--- config.mk ---
export PLATFORM = sky130hd
export DESIGN_NAME = multi_slot_timer_bank
export DESIGN_NICKNAME = d
export VERILOG_FILES = /design/src/rtl/core/tmb_pkg.sv /design/src/rtl/core/multi_slot_timer_bank.sv /design/src/rtl/core/tmb_slot_lane.sv /design/src/rtl/core/tmb_alloc.sv
export SDC_FILE = /design/constraint.sdc
export NUM_CORES = 1
export LEC_CHECK = 0
export ABC_CLOCK_PERIOD_IN_PS = 3100
export BUFFER_PORTS_ARGS = -buffer_cell sky130_fd_sc_hd__buf_2
export CORE_AREA = 8 8 302 187
export CTS_CLUSTER_DIAMETER = 150
export DETAILED_ROUTE_END_ITERATION = 10
export DIE_AREA = 0 0 310 195
export PLACE_DENSITY = 0.68
export SYNTH_ARGS = -nofsm -noshare
export SYNTH_HDL_FRONTEND = slang
export SYNTH_SLANG_ARGS = --single-unit
--- constraint.sdc ---
create_clock -name clk -period 3.1 [get_ports clk]
set_input_delay 0.775 -clock clk [delete_from_list [all_inputs] [get_ports clk]]
set_output_delay 0.775 -clock clk [all_outputs]
set_load 0.1 [all_outputs]
--- src/rtl/core/tmb_pkg.sv ---
`default_nettype none

package tmb_pkg;

    // fixed field widths
    localparam int COUNT_W = 16;
    localparam int INDEX_W = 4;
    localparam int MASK_W  = 16;

    // command codes
    typedef enum logic [2:0] {
        CMD_TICK         = 3'd0,
        CMD_ALLOCATE     = 3'd1,
        CMD_RESTART      = 3'd2,
        CMD_PAUSE_RESUME = 3'd3,
        CMD_SET_TIME     = 3'd4,
        CMD_DELETE       = 3'd5,
        CMD_QUERY        = 3'd6
    } cmd_t;

    // request broadcast to every slot lane
    typedef struct packed {
        logic               fire;
        cmd_t               cmd;
        logic [COUNT_W-1:0] time_value;
        logic               auto_delete;
        logic               resume;
    } lane_req_t;

    // state reported by one slot lane
    typedef struct packed {
        logic [COUNT_W-1:0] count;
        logic               running;
        logic               used;
        logic               expire;
    } lane_stat_t;

endpackage

`default_nettype wire

--- src/rtl/core/multi_slot_timer_bank.sv ---
// Bank of TIMER_SLOTS 16-bit down-counting timer slots driven by one request
// stream (tick, allocate, restart, pause/resume, set-time, delete, query).
// Every request gives exactly one result. A request is taken into an input
// register and executed against the slot state once the result register is
// free or draining, while the result register loads; the result can be taken
// at an edge when the output is not stalled. The bank takes one request per
// clock while the output is not stalled, sustained:
// all slots decrement in parallel on a tick and allocation is a single
// priority encode over the used marks, so the one execute stage sets the rate.
// slot_index and expired_mask carry the low 16 slots when TIMER_SLOTS > 16.
`default_nettype none

module multi_slot_timer_bank #(
    parameter int TIMER_SLOTS = 16
) (
    input  wire logic                          clk,
    input  wire logic                          rst_n,
    input  wire logic                          in_valid,
    output logic                               in_stall,
    input  wire logic [2:0]                    command,
    input  wire logic [tmb_pkg::INDEX_W-1:0]   timer_index,
    input  wire logic [tmb_pkg::COUNT_W-1:0]   time_value,
    input  wire logic                          auto_delete,
    input  wire logic                          resume,
    output logic                               out_valid,
    input  wire logic                          out_stall,
    output logic                               ok,
    output logic [tmb_pkg::INDEX_W-1:0]        slot_index,
    output logic [tmb_pkg::COUNT_W-1:0]        remaining,
    output logic [tmb_pkg::MASK_W-1:0]         expired_mask,
    output logic                               finished
);

    // input register
    logic                        in_valid_reg;
    logic [2:0]                  command_reg;
    logic [tmb_pkg::INDEX_W-1:0] index_reg;
    logic [tmb_pkg::COUNT_W-1:0] time_reg;
    logic                        auto_delete_reg;
    logic                        resume_reg;

    // result register
    logic                        out_valid_reg;
    logic                        ok_reg;
    logic                        ok_next;
    logic [tmb_pkg::INDEX_W-1:0] slot_reg;
    logic [tmb_pkg::INDEX_W-1:0] slot_next;
    logic [tmb_pkg::COUNT_W-1:0] remaining_reg;
    logic [tmb_pkg::COUNT_W-1:0] remaining_next;
    logic [tmb_pkg::MASK_W-1:0]  expired_reg;
    logic [tmb_pkg::MASK_W-1:0]  expired_next;
    logic                        finished_reg;
    logic                        finished_next;

    logic                        exec;
    tmb_pkg::cmd_t               cmd;
    tmb_pkg::lane_req_t          req;
    tmb_pkg::lane_stat_t         stat [TIMER_SLOTS];
    logic [TIMER_SLOTS-1:0]      used_vec;
    logic [TIMER_SLOTS-1:0]      running_vec;
    logic [TIMER_SLOTS-1:0]      expire_vec;
    logic [TIMER_SLOTS-1:0]      sel_vec;
    logic [TIMER_SLOTS-1:0]      grant_vec;
    logic                        alloc_found;
    logic [tmb_pkg::INDEX_W-1:0] alloc_slot;
    logic                        index_ok;
    logic [tmb_pkg::COUNT_W-1:0] sel_count;
    logic                        sel_used;

    // handshake: execute when the result register is free or draining
    assign exec     = in_valid_reg && (!out_valid_reg || !out_stall);
    assign in_stall = in_valid_reg && !exec;

    always_ff @(posedge clk or negedge rst_n)
    begin
        if (!rst_n)
        begin
            in_valid_reg <= 1'b0;
        end
        else if (!in_stall)
        begin
            in_valid_reg <= in_valid;
        end
    end

    always_ff @(posedge clk)
    begin
        if (in_valid && !in_stall)
        begin
            command_reg     <= command;
            index_reg       <= timer_index;
            time_reg        <= time_value;
            auto_delete_reg <= auto_delete;
            resume_reg      <= resume;
        end
    end

    // request to the lanes
    assign cmd             = tmb_pkg::cmd_t'(command_reg);
    assign req.fire        = exec;
    assign req.cmd         = cmd;
    assign req.time_value  = time_reg;
    assign req.auto_delete = auto_delete_reg;
    assign req.resume      = resume_reg;

    assign index_ok = (32'(index_reg) < TIMER_SLOTS);

    // slot lanes
    genvar g;
    generate
        for (g = 0; g < TIMER_SLOTS; g++)
        begin : g_lane
            assign sel_vec[g] = index_ok && (32'(index_reg) == g);

            tmb_slot_lane u_lane (
                .clk   (clk),
                .rst_n (rst_n),
                .req   (req),
                .sel   (sel_vec[g]),
                .grant (grant_vec[g]),
                .stat  (stat[g])
            );

            assign used_vec[g]    = stat[g].used;
            assign running_vec[g] = stat[g].running;
            assign expire_vec[g]  = stat[g].expire;
        end
    endgenerate

    // free slot search
    tmb_alloc #(
        .TIMER_SLOTS (TIMER_SLOTS)
    ) u_alloc (
        .used  (used_vec),
        .found (alloc_found),
        .grant (grant_vec),
        .slot  (alloc_slot)
    );

    // addressed slot read
    always_comb
    begin
        sel_count = '0;
        sel_used  = 1'b0;
        for (int i = 0; i < TIMER_SLOTS; i++)
        begin
            if (sel_vec[i])
            begin
                sel_count = stat[i].count;
                sel_used  = stat[i].used;
            end
        end
    end

    // expired mask carries the low slots only
    generate
        for (g = 0; g < tmb_pkg::MASK_W; g++)
        begin : g_mask
            if (g < TIMER_SLOTS)
            begin : g_live
                assign expired_next[g] = expire_vec[g];
            end
            else
            begin : g_pad
                assign expired_next[g] = 1'b0;
            end
        end
    endgenerate

    // result fields
    always_comb
    begin
        ok_next        = 1'b0;
        slot_next      = index_reg;
        remaining_next = '0;
        finished_next  = 1'b0;
        case (cmd)
            tmb_pkg::CMD_TICK:
            begin
                ok_next = 1'b1;
            end
            tmb_pkg::CMD_ALLOCATE:
            begin
                ok_next   = alloc_found;
                slot_next = alloc_slot;
            end
            tmb_pkg::CMD_RESTART:
            begin
                ok_next = index_ok && (sel_count == '0);
            end
            tmb_pkg::CMD_PAUSE_RESUME, tmb_pkg::CMD_SET_TIME:
            begin
                ok_next = index_ok && (sel_count != '0);
            end
            tmb_pkg::CMD_DELETE:
            begin
                ok_next = sel_used;
            end
            tmb_pkg::CMD_QUERY:
            begin
                ok_next = sel_used;
                if (sel_used)
                begin
                    remaining_next = sel_count;
                    finished_next  = (sel_count == '0);
                end
            end
            default:
            begin
            end
        endcase
    end

    always_ff @(posedge clk or negedge rst_n)
    begin
        if (!rst_n)
        begin
            out_valid_reg <= 1'b0;
        end
        else if (exec)
        begin
            out_valid_reg <= 1'b1;
        end
        else if (!out_stall)
        begin
            out_valid_reg <= 1'b0;
        end
    end

    always_ff @(posedge clk)
    begin
        if (exec)
        begin
            ok_reg        <= ok_next;
            slot_reg      <= slot_next;
            remaining_reg <= remaining_next;
            expired_reg   <= (cmd == tmb_pkg::CMD_TICK) ? expired_next : '0;
            finished_reg  <= finished_next;
        end
    end

    assign out_valid    = out_valid_reg;
    assign ok           = ok_reg;
    assign slot_index   = slot_reg;
    assign remaining    = remaining_reg;
    assign expired_mask = expired_reg;
    assign finished     = finished_reg;

`ifndef SYNTHESIS
    // a free slot never counts
    a_running_used: assert property (@(posedge clk) disable iff (!rst_n)
        (running_vec & ~used_vec) == '0)
        else $error("running slot without used mark");

    // input side stalls only behind a blocked result
    a_stall_cause: assert property (@(posedge clk) disable iff (!rst_n)
        in_stall |-> (out_valid && out_stall))
        else $error("input stalled while result register free");

    // an expiry is only reported by a successful tick
    a_expire_ok: assert property (@(posedge clk) disable iff (!rst_n)
        (out_valid && (expired_mask != '0)) |-> ok)
        else $error("expired mask on a failed result");
`endif

endmodule

`default_nettype wire

--- src/rtl/core/tmb_slot_lane.sv ---
`default_nettype none

module tmb_slot_lane (
    input  wire logic               clk,
    input  wire logic               rst_n,
    input  wire tmb_pkg::lane_req_t req,
    input  wire logic               sel,
    input  wire logic               grant,
    output tmb_pkg::lane_stat_t     stat
);

    logic [tmb_pkg::COUNT_W-1:0] count_reg;
    logic [tmb_pkg::COUNT_W-1:0] count_next;
    logic                        running_reg;
    logic                        running_next;
    logic                        used_reg;
    logic                        used_next;
    logic                        autofree_reg;
    logic                        autofree_next;
    logic [tmb_pkg::COUNT_W-1:0] count_dec;
    logic                        count_zero;
    logic                        expire;

    assign count_dec  = count_reg - tmb_pkg::COUNT_W'(1);
    assign count_zero = (count_reg == '0);

    // a running slot hits zero on this tick
    assign expire = req.fire && (req.cmd == tmb_pkg::CMD_TICK) && running_reg
                    && (count_dec == '0);

    // next slot state for the current request
    always_comb
    begin
        count_next    = count_reg;
        running_next  = running_reg;
        used_next     = used_reg;
        autofree_next = autofree_reg;
        if (req.fire)
        begin
            case (req.cmd)
                tmb_pkg::CMD_TICK:
                begin
                    if (running_reg)
                    begin
                        count_next = count_dec;
                        if (expire)
                        begin
                            running_next = 1'b0;
                            if (autofree_reg)
                            begin
                                used_next     = 1'b0;
                                autofree_next = 1'b0;
                            end
                        end
                    end
                end
                tmb_pkg::CMD_ALLOCATE:
                begin
                    if (grant)
                    begin
                        count_next    = req.time_value;
                        running_next  = 1'b1;
                        used_next     = 1'b1;
                        autofree_next = req.auto_delete;
                    end
                end
                tmb_pkg::CMD_RESTART:
                begin
                    if (sel && count_zero)
                    begin
                        count_next   = req.time_value;
                        running_next = 1'b1;
                        used_next    = 1'b1;
                    end
                end
                tmb_pkg::CMD_PAUSE_RESUME:
                begin
                    if (sel && !count_zero)
                    begin
                        running_next = req.resume;
                    end
                end
                tmb_pkg::CMD_SET_TIME:
                begin
                    if (sel && !count_zero)
                    begin
                        count_next = req.time_value;
                    end
                end
                tmb_pkg::CMD_DELETE:
                begin
                    if (sel && used_reg)
                    begin
                        count_next    = '0;
                        running_next  = 1'b0;
                        used_next     = 1'b0;
                        autofree_next = 1'b0;
                    end
                end
                default:
                begin
                end
            endcase
        end
    end

    // slot state registers
    always_ff @(posedge clk or negedge rst_n)
    begin
        if (!rst_n)
        begin
            count_reg    <= '0;
            running_reg  <= 1'b0;
            used_reg     <= 1'b0;
            autofree_reg <= 1'b0;
        end
        else
        begin
            count_reg    <= count_next;
            running_reg  <= running_next;
            used_reg     <= used_next;
            autofree_reg <= autofree_next;
        end
    end

    assign stat.count   = count_reg;
    assign stat.running = running_reg;
    assign stat.used    = used_reg;
    assign stat.expire  = expire;

endmodule

`default_nettype wire

--- src/rtl/core/tmb_alloc.sv ---
`default_nettype none

module tmb_alloc #(
    parameter int TIMER_SLOTS = 16
) (
    input  wire logic [TIMER_SLOTS-1:0]    used,
    output logic                           found,
    output logic [TIMER_SLOTS-1:0]         grant,
    output logic [tmb_pkg::INDEX_W-1:0]    slot
);

    // lowest free slot wins
    always_comb
    begin
        found = 1'b0;
        grant = '0;
        slot  = '0;
        for (int i = 0; i < TIMER_SLOTS; i++)
        begin
            if (!used[i] && !found)
            begin
                found    = 1'b1;
                grant[i] = 1'b1;
                slot     = tmb_pkg::INDEX_W'(i);
            end
        end
    end

endmodule

`default_nettype wire

==> summary.txt <==
Critical path
  – Most frequent CP cell: or4b_4
  – Crit-path cells: inv_2 > ha_4 > or4b_4 > nor3_4 > nand3_4 > o31ai_4 > nand2b_4 > buf_6 > or4b_4 > o21ai_2 > o21ai_1
  – Max FO, Critical Path: 8
  – WP buf/inv: 2
  – CP required: 3560 ps
  – Slowest stage cell, crit path: or4b_4
  – CP Launch Type: flop
  – Crit path max-delay family: simple AND/OR/NAND/NOR gates
  – CP Data Arrival Time: 3610 ps
  – WS Path Type: flop to flop
  – Critical path's largest stage delay: 650 ps
  – Critical Path End Type: flop

Cells and area
  – Fin util: 60.5%
  – Nets: 3543
  – Multi-input gate area: 15100 µm²
  – Area growth, synth to finish: 22.2%
  – Number of fill cells in the layout: 4557
  – Share of cells above drive strength 1: 20.3%
  – Max reg flops: 256
  – Fin cells: 4206
  – Storage cell area: 9550 µm²

Detailed routing
  – Final WL: 121 mm
  – DR WL met3: 17.2 mm
  – Metal2 WL: 47.6 mm
  – Via density: 6.89
  – Metal-1 WL: 49.1 mm
  – First-pass detailed-route iteration total: 7
  – Total number of vias: 29000
  – Top sig layer: met5
  – DR DRC count: 0
  – DRT iter0 DRCs: 5221
  – Routed Antenna Nets: 0
  – Wire per inst: 28.7 µm

STA
  – FMAX: 318 MHz
  – Hold Violations, Final: 0
  – Slew HR: 36.5%
  – Setup WS post-layout: -48.5 ps
  – Fin Setup TNS: -104 ps
  – Worst-Margin Slew: 941 ps
  – Tmin final: 3150 ps
  – Setup Viol. Count Final: 5
  – Worst Skew: 18.7 ps
  – Hold WS: 115 ps
  – Max-slew violation count: 0
  – Final Cycle Share: 102%
  – RSZ-0062 raised after global routing: yes

Die
  – Die ar.: 60500 µm²
  – Core footprint: 51900 µm²
  – Starting Density: 49.5%
  – # rows: 65
  – Die Wd: 310 µm
  – Die height: 195 µm
  – IO Pins: 69

Global routing
  – GRT overflow: 0
  – Largest net degree at the start of global routing: 80
  – Global-route wire length before repair: 175 mm
  – GRT Total Usage: 38.1%
  – Vias in the first global route: 26300
  – Antenna violations before repair: 3

Placement
  – Number of port buffers: 68
  – Hpwl dp: 87.6 mm
  – Placer Congestion: 1.05
  – Placed Instances: 4120

Synthesis
  – FFs w/ async S/R, synth: 82.9%
  – Largest family of logic cells by synthesized area: compound AO/OA/AOI/OAI gates
  – Synthesized area per cell: 8.05 µm²
  – Yosys top cell area share: 29.8%
  – Synth Cell Area: 25700 µm²
  – Synth Flop Type: dfrtp_1
  – Synth Area in Compound Gates: 27.0%
  – Mux cell area share after synthesis: 5.12%
  – Adder-cell share of the synthesized area: 1.90%
  – Area contributors post-synth: dfrtp_1, o21ai_0, edfxtp_1
  – Yosys cell types: 100
  – Mapped Cells: 3189
  – Xor/xnor share of the synthesized area: 2.05%
  – Simple-gate area share of the yosys netlist: 21.3%
  – Cell taking the most area after synthesis: dfrtp_1
  – Seq/Total Area, Yosys: 37.2%
  – EDFF count, synth: 63
  – Net Count, Synth: 3257
  – Yosys Warn Count: 0
  – Synthesized flop and latch total: 369

Clock network
  – CTS tree: yes
  – Num CTS Buffers: 40
  – CTS Buffer Depth: 3
  – Hold buffer count at cts: 0
  – CTS root buf: clkbuf_16
  – Htree depth: 2
  – CTS Sinks: 369
  – Worst skew pair latency: 590 ps
  – Clock slew at reported path FFs: 60 ps

Status
  – Violated checks: setup timing
  – Outcome: finished, violations left

Power
  – VDD IR max: 0.000590 V
  – LEAKAGE: 0.0127 µW
  – PwrDens: 820 nW/µm²

Min path
  – Worst hold path type: input pin to async pin

Flow run
  – Max Cap Violations: 0
==> timing repair <==
| action | in CTS | in global routing |
|---|---|---|
| cloned | 0 | 3 |
| pin swaps | 1 | 18 |
| gates resized for setup | 7 | 77 |
| buffers inserted | 1 | 12 |
| endpoints found under the setup margin | 5 | 122 |
==> path summary, 6_finish.rpt <==
check | slack [ps] | to | depth (start not counted) | from
min in group clk | 360 | time_reg[5]$_DFFE_PP_ | 1 | time_value[5]
min reg2reg | 480 | out_valid$_DFFE_PN0P_ | 1 | in_valid_reg$_DFFE_PN0N_
min | 120 | g_lane[7].u_lane.count_reg[8]$_DFFE_PN0P_ | 1 | rst_n
max reg2reg | -50 | g_lane[5].u_lane.count_reg[7]$_DFFE_PN0P_ | 11 | g_lane[5].u_lane.count_reg[1]$_DFFE_PN0P_
max | -50 | g_lane[5].u_lane.count_reg[7]$_DFFE_PN0P_ | 11 | g_lane[5].u_lane.count_reg[1]$_DFFE_PN0P_
max in group asynchronous | 2150 | g_lane[14].u_lane.used_reg$_DFFE_PN0P_ | 2 | rst_n
==> where the power goes <==
group	switching (µW)	internal, µW	total (µW)
combinational	6950	4490	11400
sequential	2740	6430	9180
clock	2180	2920	5100
==> cells in the mapped netlist, drive strengths merged (14+ instances only) <==
| master | instances |
|---|---|
| nand3 | 61 |
| o31ai | 15 |
| nor4b | 16 |
| nor2b | 23 |
| o22ai | 40 |
| a22oi | 16 |
| a21oi | 272 |
| a22o | 20 |
| buf | 47 |
| and2 | 42 |
| o221ai | 16 |
| and3 | 23 |
| nand3b | 16 |
| nand2 | 121 |
| or3 | 24 |
| mux2 | 36 |
| clkbuf | 193 |
| edfxtp | 63 |
| nor3 | 137 |
| dfrtp | 306 |
| nand2b | 31 |
| xnor2 | 45 |
| inv | 113 |
| a211oi | 14 |
| nand4 | 33 |
| ha | 39 |
| o21ai | 541 |
| mux4 | 19 |
| xor2 | 15 |
| nor4 | 57 |
| nor2 | 415 |
| o211ai | 18 |
| mux2i | 48 |
| a31oi | 120 |
==> layout by cell type (no fill, tap or decap), types with 47 or more instances in the layout <==
| master | instances |
|---|---|
| a21oi_1 | 270 |
| a31oi_1 | 120 |
| buf_12 | 47 |
| buf_2 | 67 |
| buf_4 | 362 |
| dfrtp_1 | 304 |
| edfxtp_1 | 63 |
| inv_1 | 111 |
| nand2_1 | 116 |
| nand3_1 | 60 |
| nor2_1 | 412 |
| nor3_1 | 125 |
| nor4_1 | 47 |
| o21ai_0 | 489 |
==> kinds of logic after synthesis <==
family	count (synthesis)
xor+xnor	60
compound gates	1191
flops	369
simple gates	1071
buf+inv	356
mux	103
fa+ha+maj	39
==> layout make-up <==
type / count / share of cell area [%]
clock buffers: 51 / 3.52
diodes: 1 / 0.00797
well taps: 703 / 2.80
repair buffers: 482 / 13.0
flip-flops and latches: 369 / 30.4
inverters: 116 / 1.42
clock inverters: 18 / 0.674
multi-input cells: 2466 / 48.2
==> per-stage QoR <==
step	setup slack, ps	power (µW)	area, µm²
after global routing	-84.3	26800	31400
final	-48.5	25700	31400
after detailed placement	-180	19800	29600
after floorplan	115	14600	25700
after global placement	-152	19400	29600
after CTS	-7.18	24900	30900
==> per-layer routing <==
metal  vias to the layer above  GRT usage, %
met5                         -             0
met4                         4          16.7
met3                       382          10.3
met2                      2332          52.0
met1                     13800          55.7
li1                      12400             -
(Power assumes the default switching activity.)
